[src/rtl/mssd_pkg.sv]
// Package for the masked sum of squared differences block.
// Holds the pixel mode codes, the per-pixel contribution type and the
// squared-difference helper; no dependencies.
`timescale 1ns / 1ps

package mssd_pkg;

	localparam int unsigned CHAN_W   = 8;
	localparam int unsigned SQ_W     = 2 * CHAN_W;
	localparam int unsigned SQSUM_W  = SQ_W + 2;
	localparam int unsigned SUM_W    = 64;
	localparam int unsigned COUNT_W  = 32;
	localparam int unsigned ADDCNT_W = 2;
	localparam int unsigned PADDR_W  = 3;
	localparam int unsigned PDATA_W  = 32;

	localparam logic [CHAN_W-1:0]   ALPHA_OPAQUE  = 8'd255;
	localparam logic [ADDCNT_W-1:0] GRAY_SAMPLES  = 2'd1;
	localparam logic [ADDCNT_W-1:0] COLOR_SAMPLES = 2'd3;

	localparam logic [0:0] REG_PIXEL_MODE = 1'b0;

	typedef enum logic [1:0] {
		MODE_GRAY = 2'd0,
		MODE_BGR  = 2'd1,
		MODE_BGRX = 2'd2,
		MODE_BGRA = 2'd3
	} pixel_mode_t;

	typedef struct packed {
		logic [CHAN_W-1:0] tmpl_blue;
		logic [CHAN_W-1:0] tmpl_green;
		logic [CHAN_W-1:0] tmpl_red;
		logic [CHAN_W-1:0] tmpl_alpha;
		logic [CHAN_W-1:0] frame_blue;
		logic [CHAN_W-1:0] frame_green;
		logic [CHAN_W-1:0] frame_red;
		logic              last_pixel;
	} pixel_t;

	typedef struct packed {
		logic [SQSUM_W-1:0]  sq_sum;
		logic [ADDCNT_W-1:0] count;
	} contrib_t;

	function automatic logic [SQ_W-1:0] sq_diff(input logic [CHAN_W-1:0] a,
		input logic [CHAN_W-1:0] b);
		logic [CHAN_W-1:0] d;
		d = (a >= b) ? (a - b) : (b - a);
		return {{CHAN_W{1'b0}}, d} * {{CHAN_W{1'b0}}, d};
	endfunction

endpackage

[src/rtl/mssd_if.sv]
// Stream interfaces for the masked sum of squared differences block:
// the pixel pair channel and the result channel.
// Depends on mssd_pkg for field widths.
`timescale 1ns / 1ps

interface mssd_pix_if
	import mssd_pkg::*;
();
	logic              valid;
	logic              ready;
	logic [CHAN_W-1:0] tmpl_blue;
	logic [CHAN_W-1:0] tmpl_green;
	logic [CHAN_W-1:0] tmpl_red;
	logic [CHAN_W-1:0] tmpl_alpha;
	logic [CHAN_W-1:0] frame_blue;
	logic [CHAN_W-1:0] frame_green;
	logic [CHAN_W-1:0] frame_red;
	logic              last_pixel;

	modport source (output valid, tmpl_blue, tmpl_green, tmpl_red, tmpl_alpha,
		frame_blue, frame_green, frame_red, last_pixel, input ready);
	modport sink (input valid, tmpl_blue, tmpl_green, tmpl_red, tmpl_alpha,
		frame_blue, frame_green, frame_red, last_pixel, output ready);
endinterface

interface mssd_res_if
	import mssd_pkg::*;
();
	logic               valid;
	logic               ready;
	logic [SUM_W-1:0]   total_sqdiff;
	logic [COUNT_W-1:0] sample_count;

	modport source (output valid, total_sqdiff, sample_count, input ready);
	modport sink (input valid, total_sqdiff, sample_count, output ready);
endinterface

[src/rtl/mssd_pixel.sv]
// Per-pixel contribution: squared channel differences and sample count
// under the current pixel mode, including the alpha mask.
// Depends on mssd_pkg.
`timescale 1ns / 1ps

module mssd_pixel
	import mssd_pkg::*;
(
	input  pixel_mode_t mode,
	input  pixel_t      pix,
	output contrib_t    contrib
);

	logic [SQ_W-1:0]    sq_b;
	logic [SQ_W-1:0]    sq_g;
	logic [SQ_W-1:0]    sq_r;
	logic [SQSUM_W-1:0] sq_all;

	assign sq_b   = sq_diff(pix.tmpl_blue, pix.frame_blue);
	assign sq_g   = sq_diff(pix.tmpl_green, pix.frame_green);
	assign sq_r   = sq_diff(pix.tmpl_red, pix.frame_red);
	assign sq_all = {2'b00, sq_b} + {2'b00, sq_g} + {2'b00, sq_r};

	always_comb begin
		contrib = '0;
		case (mode)
			MODE_GRAY: begin
				contrib.sq_sum = {2'b00, sq_b};
				contrib.count  = GRAY_SAMPLES;
			end
			MODE_BGR, MODE_BGRX: begin
				contrib.sq_sum = sq_all;
				contrib.count  = COLOR_SAMPLES;
			end
			MODE_BGRA: begin
				if (pix.tmpl_alpha == ALPHA_OPAQUE) begin
					contrib.sq_sum = sq_all;
					contrib.count  = COLOR_SAMPLES;
				end
			end
			default: contrib = '0;
		endcase
	end

endmodule

[src/rtl/masked_sum_squared_difference.sv]
// Top level of the masked sum of squared differences block.
// Depends on mssd_pkg, mssd_if (mssd_pix_if, mssd_res_if) and mssd_pixel.
//
// Usage:
//   pix carries one template pixel and one frame pixel per item in raster
//   order; res carries one item (total_sqdiff, sample_count) for each
//   pixel marked last_pixel, after which both accumulators restart at zero.
//   The APB port holds pixel_mode at byte address 0; write it only while
//   no item is in flight. pready is always high.
// Timing:
//   One pixel is taken every cycle while no last pixel holds in the input
//   register. A pixel is registered at the input, its contribution is added
//   to the accumulators in the next cycle, and a last pixel's result passes
//   from the pixel register into the result register, then leaves on res.
// Reset and stall:
//   arst_n clears the mode to gray, the accumulators and all valid flags.
//   While res is stalled, non-last pixels keep streaming into the sums; a
//   second last pixel holds in the input register until res is taken.
`timescale 1ns / 1ps

module masked_sum_squared_difference
	import mssd_pkg::*;
(
	input  logic               clk,
	input  logic               arst_n,
	input  logic               psel,
	input  logic               penable,
	input  logic               pwrite,
	input  logic [PADDR_W-1:0] paddr,
	input  logic [PDATA_W-1:0] pwdata,
	output logic [PDATA_W-1:0] prdata,
	output logic               pready,
	mssd_pix_if.sink           pix,
	mssd_res_if.source         res
);

	pixel_mode_t        mode_q;
	logic               valid_s1;
	pixel_t             pix_s1;
	contrib_t           contrib;
	logic [SUM_W-1:0]   sum_acc_q;
	logic [COUNT_W-1:0] cnt_acc_q;
	logic [SUM_W-1:0]   sum_next;
	logic [COUNT_W-1:0] cnt_next;
	logic               out_valid_q;
	logic [SUM_W-1:0]   out_sum_q;
	logic [COUNT_W-1:0] out_cnt_q;
	logic               out_free;
	logic               s1_go;
	logic               cfg_write;

	assign pready    = 1'b1;
	assign cfg_write = psel && penable && pwrite && pready;

	always_ff @(posedge clk or negedge arst_n) begin
		if (!arst_n) begin
			mode_q <= MODE_GRAY;
		end else if (cfg_write && paddr[PADDR_W-1] == REG_PIXEL_MODE) begin
			mode_q <= pixel_mode_t'(pwdata[1:0]);
		end
	end

	always_comb begin
		prdata = '0;
		if (paddr[PADDR_W-1] == REG_PIXEL_MODE) begin
			prdata = {{(PDATA_W-2){1'b0}}, mode_q};
		end
	end

	assign out_free  = !out_valid_q || res.ready;
	assign s1_go     = valid_s1 && (!pix_s1.last_pixel || out_free);
	assign pix.ready = !valid_s1 || s1_go;

	always_ff @(posedge clk or negedge arst_n) begin
		if (!arst_n) begin
			valid_s1 <= 1'b0;
		end else if (pix.ready) begin
			valid_s1 <= pix.valid;
		end
	end

	always_ff @(posedge clk) begin
		if (pix.ready && pix.valid) begin
			pix_s1 <= '{tmpl_blue: pix.tmpl_blue, tmpl_green: pix.tmpl_green,
				tmpl_red: pix.tmpl_red, tmpl_alpha: pix.tmpl_alpha,
				frame_blue: pix.frame_blue, frame_green: pix.frame_green,
				frame_red: pix.frame_red, last_pixel: pix.last_pixel};
		end
	end

	mssd_pixel u_pixel (
		.mode    (mode_q),
		.pix     (pix_s1),
		.contrib (contrib)
	);

	assign sum_next = sum_acc_q + {{(SUM_W-SQSUM_W){1'b0}}, contrib.sq_sum};
	assign cnt_next = cnt_acc_q + {{(COUNT_W-ADDCNT_W){1'b0}}, contrib.count};

	always_ff @(posedge clk or negedge arst_n) begin
		if (!arst_n) begin
			sum_acc_q <= '0;
			cnt_acc_q <= '0;
		end else if (s1_go) begin
			if (pix_s1.last_pixel) begin
				sum_acc_q <= '0;
				cnt_acc_q <= '0;
			end else begin
				sum_acc_q <= sum_next;
				cnt_acc_q <= cnt_next;
			end
		end
	end

	always_ff @(posedge clk or negedge arst_n) begin
		if (!arst_n) begin
			out_valid_q <= 1'b0;
		end else if (s1_go && pix_s1.last_pixel) begin
			out_valid_q <= 1'b1;
		end else if (res.ready) begin
			out_valid_q <= 1'b0;
		end
	end

	always_ff @(posedge clk) begin
		if (s1_go && pix_s1.last_pixel) begin
			out_sum_q <= sum_next;
			out_cnt_q <= cnt_next;
		end
	end

	assign res.valid        = out_valid_q;
	assign res.total_sqdiff = out_sum_q;
	assign res.sample_count = out_cnt_q;

`ifndef SYNTH
	a_clear_after_last: assert property (@(posedge clk) disable iff (!arst_n)
		(s1_go && pix_s1.last_pixel) |=> (sum_acc_q == '0 && cnt_acc_q == '0))
		else $error("accumulators not cleared after last item");

	a_result_from_last: assert property (@(posedge clk) disable iff (!arst_n)
		$rose(res.valid) |-> $past(s1_go && pix_s1.last_pixel))
		else $error("result item without a last pixel");

	a_stall_cause: assert property (@(posedge clk) disable iff (!arst_n)
		!pix.ready |-> (valid_s1 && pix_s1.last_pixel && res.valid && !res.ready))
		else $error("input stalled without a blocked result");
`endif

endmodule

[src/flat_wrapper.sv]
// flat-port wrapper written by rule: the top's interface ports become plain ports
module masked_sum_squared_difference_flat import mssd_pkg::*;
  (clk, arst_n, psel, penable, pwrite, paddr, pwdata, prdata, pready, pix_valid, pix_tmpl_blue, pix_tmpl_green, pix_tmpl_red, pix_tmpl_alpha, pix_frame_blue, pix_frame_green, pix_frame_red, pix_last_pixel, pix_ready, res_valid, res_total_sqdiff, res_sample_count, res_ready);
  mssd_pix_if pix_i ();
  mssd_res_if res_i ();
  input  logic clk;
  input  logic arst_n;
  input  logic psel;
  input  logic penable;
  input  logic pwrite;
  input  logic [PADDR_W-1:0] paddr;
  input  logic [PDATA_W-1:0] pwdata;
  output logic [PDATA_W-1:0] prdata;
  output logic pready;
  input wire logic [$bits(pix_i.valid)-1:0] pix_valid;
  input wire logic [$bits(pix_i.tmpl_blue)-1:0] pix_tmpl_blue;
  input wire logic [$bits(pix_i.tmpl_green)-1:0] pix_tmpl_green;
  input wire logic [$bits(pix_i.tmpl_red)-1:0] pix_tmpl_red;
  input wire logic [$bits(pix_i.tmpl_alpha)-1:0] pix_tmpl_alpha;
  input wire logic [$bits(pix_i.frame_blue)-1:0] pix_frame_blue;
  input wire logic [$bits(pix_i.frame_green)-1:0] pix_frame_green;
  input wire logic [$bits(pix_i.frame_red)-1:0] pix_frame_red;
  input wire logic [$bits(pix_i.last_pixel)-1:0] pix_last_pixel;
  output wire logic [$bits(pix_i.ready)-1:0] pix_ready;
  output wire logic [$bits(res_i.valid)-1:0] res_valid;
  output wire logic [$bits(res_i.total_sqdiff)-1:0] res_total_sqdiff;
  output wire logic [$bits(res_i.sample_count)-1:0] res_sample_count;
  input wire logic [$bits(res_i.ready)-1:0] res_ready;
  assign pix_i.valid = pix_valid;
  assign pix_i.tmpl_blue = pix_tmpl_blue;
  assign pix_i.tmpl_green = pix_tmpl_green;
  assign pix_i.tmpl_red = pix_tmpl_red;
  assign pix_i.tmpl_alpha = pix_tmpl_alpha;
  assign pix_i.frame_blue = pix_frame_blue;
  assign pix_i.frame_green = pix_frame_green;
  assign pix_i.frame_red = pix_frame_red;
  assign pix_i.last_pixel = pix_last_pixel;
  assign pix_ready = pix_i.ready;
  assign res_valid = res_i.valid;
  assign res_total_sqdiff = res_i.total_sqdiff;
  assign res_sample_count = res_i.sample_count;
  assign res_i.ready = res_ready;
  masked_sum_squared_difference u_core (.clk(clk), .arst_n(arst_n), .psel(psel), .penable(penable), .pwrite(pwrite), .paddr(paddr), .pwdata(pwdata), .prdata(prdata), .pready(pready), .pix(pix_i), .res(res_i));
endmodule
[config.mk]
export PLATFORM = sky130hd
export DESIGN_NAME = masked_sum_squared_difference_flat
export DESIGN_NICKNAME = d
export VERILOG_FILES = /design/src/rtl/mssd_pkg.sv /design/src/rtl/mssd_if.sv /design/src/rtl/mssd_pixel.sv /design/src/rtl/masked_sum_squared_difference.sv /design/src/flat_wrapper.sv
export SDC_FILE = /design/constraint.sdc
export NUM_CORES = 1
export LEC_CHECK = 0
export ABC_AREA = 1
export BUFFER_PORTS_ARGS = -buffer_cell sky130_fd_sc_hd__buf_2
export CORE_MARGIN = 5
export CORE_UTILIZATION = 61
export DETAILED_ROUTE_END_ITERATION = 10
export HOLD_SLACK_MARGIN = 0.02
export PLACE_DENSITY = 0.82
export SYNTH_ARGS = -nofsm -noshare
export SYNTH_HDL_FRONTEND = slang
export SYNTH_HIERARCHICAL = 1
export SYNTH_SLANG_ARGS = --single-unit
[constraint.sdc]
create_clock -name clk -period 11.15 [get_ports clk]
set_clock_uncertainty 0.15 [all_clocks]
set_input_delay 0.5575 -clock clk [delete_from_list [all_inputs] [get_ports clk]]
set_output_delay 0.5575 -clock clk [all_outputs]
set_load 0.02 [all_outputs]
==> flow_summary.rst <==
.. list-table::
   :header-rows: 1

   * - Metric
     - Value
   * - Final antenna-violating net count
     - 0
   * - R2R Path Start
     - u_core/pix_s1[49]
   * - Critical hold path startpoint
     - pix_frame_red[0]
   * - Die area
     - 38600 µm²
   * - Ys async rst share
     - 0.395
   * - Status
     - completed
   * - Largest area contributor in the netlist
     - sky130_fd_sc_hd__edfxtp_1
   * - Final Slew Violations
     - 0
   * - Routed vias/inst
     - 5.38
   * - Share of the yosys chip area belonging to registers
     - 0.334
   * - Area share of the largest cell type after synthesis
     - 0.216
   * - Number of distinct library cells after synthesis
     - 53
   * - Maximum fanout encountered on the critical timing path
     - 10
   * - Worst setup path start
     - u_core/pix_s1[49]
   * - Critical Path AT
     - 10.73 ns
   * - Total of endpoints with negative setup slack in the final report
     - 0
   * - Area of the mapped netlist
     - 21200 µm²
   * - Period utilisation layout
     - 0.948
   * - Total wirelength of the detailed-routed design
     - 54300 µm
   * - Number of enable flip-flop cells after synthesis
     - 153
   * - Reg-to-reg critical path endpoint
     - u_core/res.total_sqdiff[63]
   * - TritonCTS buffer count
     - 28
   * - Slew at the pin with the worst max-slew slack
     - 0.980 ns
   * - Core outline area
     - 34500 µm²
   * - Worst Setup Path Type
     - flop to flop
   * - Row count
     - 68
   * - Number of hold-slack violations in the final timing report
     - 0
   * - Number of instances on the worst hold path
     - 1
   * - Area occupied by registers
     - 7100 µm²
   * - Clock root buffer
     - sky130_fd_sc_hd__clkbuf_16
   * - Synth Register Bits
     - 253
   * - Sum of overflow across all layers after global routing
     - 0
   * - Max Freq
     - 0.0946 GHz
   * - Top-level port count
     - 230
   * - Final GP Congestion
     - 0.962
   * - Setup slack of the most critical reg-to-reg path
     - 0.58 ns
   * - Hold/Removal Path Class
     - input port to flop
   * - Post-Syn Instances
     - 2631
   * - Vias
     - 17900
   * - Area growth from synthesis to layout
     - 13.0%
   * - Number of cell instances on the worst register-to-register path
     - 47
   * - First DRT Iteration DRCs
     - 1239
   * - Via count of the first global-routing pass
     - 18100
   * - Routed wirelength normalized by instance count
     - 16.3 µm
   * - Estimated wirelength of the detail-placed design
     - 41700 µm
   * - Kind of end point of the critical path
     - flop
   * - Synth Warn #
     - 6
   * - GR met3 Demand/Resource
     - 0.0463
   * - Die Y
     - 197 µm
   * - Global-route layer with the greatest usage
     - met2
   * - Primary flip-flop cell chosen by synthesis mapping
     - sky130_fd_sc_hd__edfxtp_1
   * - Number of levels in the clock H-tree
     - 1
   * - Final layout net count
     - 3226
   * - Number of violations of the max-capacitance limit
     - 0
   * - Largest net degree at the start of global routing
     - 73
   * - Mean Syn Cell Area
     - 8.07 µm²
   * - Buffers from clock root to sink, at most
     - 3
   * - Met2 demand-to-capacity share in global routing
     - 0.474
   * - Total of fill cells in the finished design
     - 2812
   * - Sinks on Clock Net
     - 253
   * - Min-Delay Endpoint
     - u_core/pix_s1[1]
   * - Effective utilization at floorplan
     - 0.616
   * - Footprint of the multi-input gates
     - 11900 µm²
   * - CP max stage delay
     - 0.56 ns
   * - Number of antenna violations at the first check in global routing
     - 0
   * - Leading cell type in the layout, fill and taps excluded
     - sky130_fd_sc_hd__nand2_1
   * - Met1 usage in global routing
     - 0.382
   * - RSZ-0062 raised after global routing
     - no
   * - DR DRC count
     - 0
   * - Global-route wire length before repair
     - 89100 µm
   * - Drt first pass iters
     - 6
   * - Clock network latency to the later pin of the worst-skew pair
     - 0.55 ns
   * - Min Clock Period, post-route
     - 10.57 ns
   * - Cells taking the most area after synthesis
     - sky130_fd_sc_hd__edfxtp_1 22%, sky130_fd_sc_hd__nand2_1 12%, sky130_fd_sc_hd__dfrtp_1 12%, sky130_fd_sc_hd__fa_1 11%, sky130_fd_sc_hd__inv_1 9.5%
   * - Overall fraction of global-route tracks in use
     - 0.281
   * - Antenna fix cells
     - 0
   * - Fraction of final layout cells sized beyond drive strength 1
     - 0.121
   * - Clock tree from TritonCTS
     - done
   * - Data required time at the worst endpoint
     - 11.31 ns
   * - CP Launch Type
     - flop
   * - Sum of negative setup slack
     - 0 ns
   * - Port bufs
     - 166
   * - Clk pin slew, worst setup/hold paths
     - 0.06 ns
   * - Remaining max-slew budget at the tightest pin
     - 0.347
   * - Cell type of the slowest stage on the worst timing path
     - sky130_fd_sc_hd__fa_1
   * - Commonest cells after routing, fill and taps aside
     - 675 x sky130_fd_sc_hd__nand2_1, 534 x sky130_fd_sc_hd__inv_1, 180 x sky130_fd_sc_hd__nor2_1
   * - Die span in x
     - 197 µm
[cell type report]
type | instances | share of cell area
multi-input combinational | 1794 | 0.495
inverter | 549 | 0.0863
timing repair buffer | 222 | 0.0569
tap | 455 | 0.0237
sequential | 253 | 0.296
clock buffer | 35 | 0.0333
clock inverter | 17 | 0.00866
[state kept, by name, summed over array words and instances (netlist names)]
register and count:
u_core/cnt_acc_q 32, u_core/mode_q 2, u_core/pix_s1 57, u_core/res.sample_count 32
u_core/res.total_sqdiff 64, u_core/res.valid 1, u_core/sum_acc_q 64, u_core/valid_s1 1
[cells by family (layout without fill, tap and decap cells)]
kind of cell             Yosys count  in the layout  share of synthesized area
adder cells (fa/ha/maj)          279            279                      0.207
AND/OR/NAND/NOR                 1175           1175                      0.243
flip-flops                       253            253                      0.334
XOR/XNOR                          94             94                     0.0398
other                              2             31                   0.000354
AO/OA/AOI/OAI                    215            215                     0.0593
buffers and inverters            613            823                      0.116
[how the worst max path moves through the flow]
stage	end	slack [ns]	cells after the start
detailed placement	u_core/res.total_sqdiff[61]	0.35	44
finish	u_core/res.total_sqdiff[63]	0.58	47
floorplan	u_core/res.total_sqdiff[61]	1.56	43
CTS	u_core/res.total_sqdiff[61]	0.30	44
global route	u_core/res.total_sqdiff[63]	0.007	47
global placement	u_core/res.total_sqdiff[22]	0.53	43
[critical path: cells and delay by family, from the launching register on]
kind | cells | cell delay, ns
buf+inv | 8 | 0.56
xor+xnor | 2 | 0.48
simple gates | 18 | 2.41
compound gates | 6 | 1.03
flops | 1 | 0.39
fa+ha+maj | 13 | 5.27
[routing by layer]
layer	part of all wire	up-vias
li1	-	8590
met4	0.028	0
met3	0.070	114
met1	0.43	8537
met5	0	-
met2	0.47	632
[timing repair]
| item | 4_1_cts | 5_1_grt |
|---|---|---|
| setup buffers | 0 | 2 |
| hold buffers | 45 | 0 |
| gates resized for setup | 0 | 21 |
| endpoints found under the hold margin | 72 | 0 |
| endpoints found under the setup margin | 0 | 108 |
[synthesized netlist by cell type, types with 3 or more instances]
| cell type | number |
|---|---|
| sky130_fd_sc_hd__nand2_1 | 677 |
| sky130_fd_sc_hd__inv_1 | 537 |
| sky130_fd_sc_hd__nor2_1 | 185 |
| sky130_fd_sc_hd__ha_1 | 158 |
| sky130_fd_sc_hd__edfxtp_1 | 153 |
| sky130_fd_sc_hd__nand3_1 | 127 |
| sky130_fd_sc_hd__fa_1 | 121 |
| sky130_fd_sc_hd__dfrtp_1 | 100 |
| sky130_fd_sc_hd__xor2_1 | 72 |
| sky130_fd_sc_hd__a21oi_1 | 70 |
| sky130_fd_sc_hd__o21ai_0 | 58 |
| sky130_fd_sc_hd__nand4_1 | 37 |
| sky130_fd_sc_hd__buf_4 | 34 |
| sky130_fd_sc_hd__nor3_1 | 34 |
| sky130_fd_sc_hd__nand2_2 | 24 |
| sky130_fd_sc_hd__o22ai_1 | 22 |
| sky130_fd_sc_hd__xnor2_1 | 19 |
| sky130_fd_sc_hd__and2_1 | 18 |
| sky130_fd_sc_hd__clkbuf_1 | 18 |
| sky130_fd_sc_hd__o21ai_1 | 17 |
| sky130_fd_sc_hd__nand3_2 | 14 |
| sky130_fd_sc_hd__nor2_2 | 14 |
| sky130_fd_sc_hd__nand3b_1 | 10 |
| sky130_fd_sc_hd__buf_2 | 9 |
| sky130_fd_sc_hd__inv_2 | 9 |
| sky130_fd_sc_hd__nor3_2 | 9 |
| sky130_fd_sc_hd__o21bai_1 | 9 |
| sky130_fd_sc_hd__a22o_1 | 8 |
| sky130_fd_sc_hd__o21ai_2 | 8 |
| sky130_fd_sc_hd__a21o_1 | 7 |
| sky130_fd_sc_hd__or2_2 | 7 |
| sky130_fd_sc_hd__nand2_4 | 4 |
| sky130_fd_sc_hd__o21a_1 | 4 |
| sky130_fd_sc_hd__a31oi_1 | 3 |
| sky130_fd_sc_hd__inv_4 | 3 |
| sky130_fd_sc_hd__nor2_4 | 3 |
| sky130_fd_sc_hd__nor4_1 | 3 |
| sky130_fd_sc_hd__o211ai_1 | 3 |
| sky130_fd_sc_hd__or2_1 | 3 |
[stage by stage]
step,std cells,hold slack [ns],utilization,setup WS (ns),cell area (µm²)
after floorplan,2660,0.112,-,1.56,21300
after global placement,3226,0.324,0.651,0.532,22400
after detailed placement,3226,0.334,0.651,0.348,22400
after CTS,3323,0.0210,0.693,0.299,23900
after global routing,3325,0.0229,0.696,0.00664,24000
final,3325,0.0329,0.696,0.579,24000
Power is left out: the tool's default activity adds up to more than one toggle a clock period on the data nets, which glitch-free logic cannot reach.
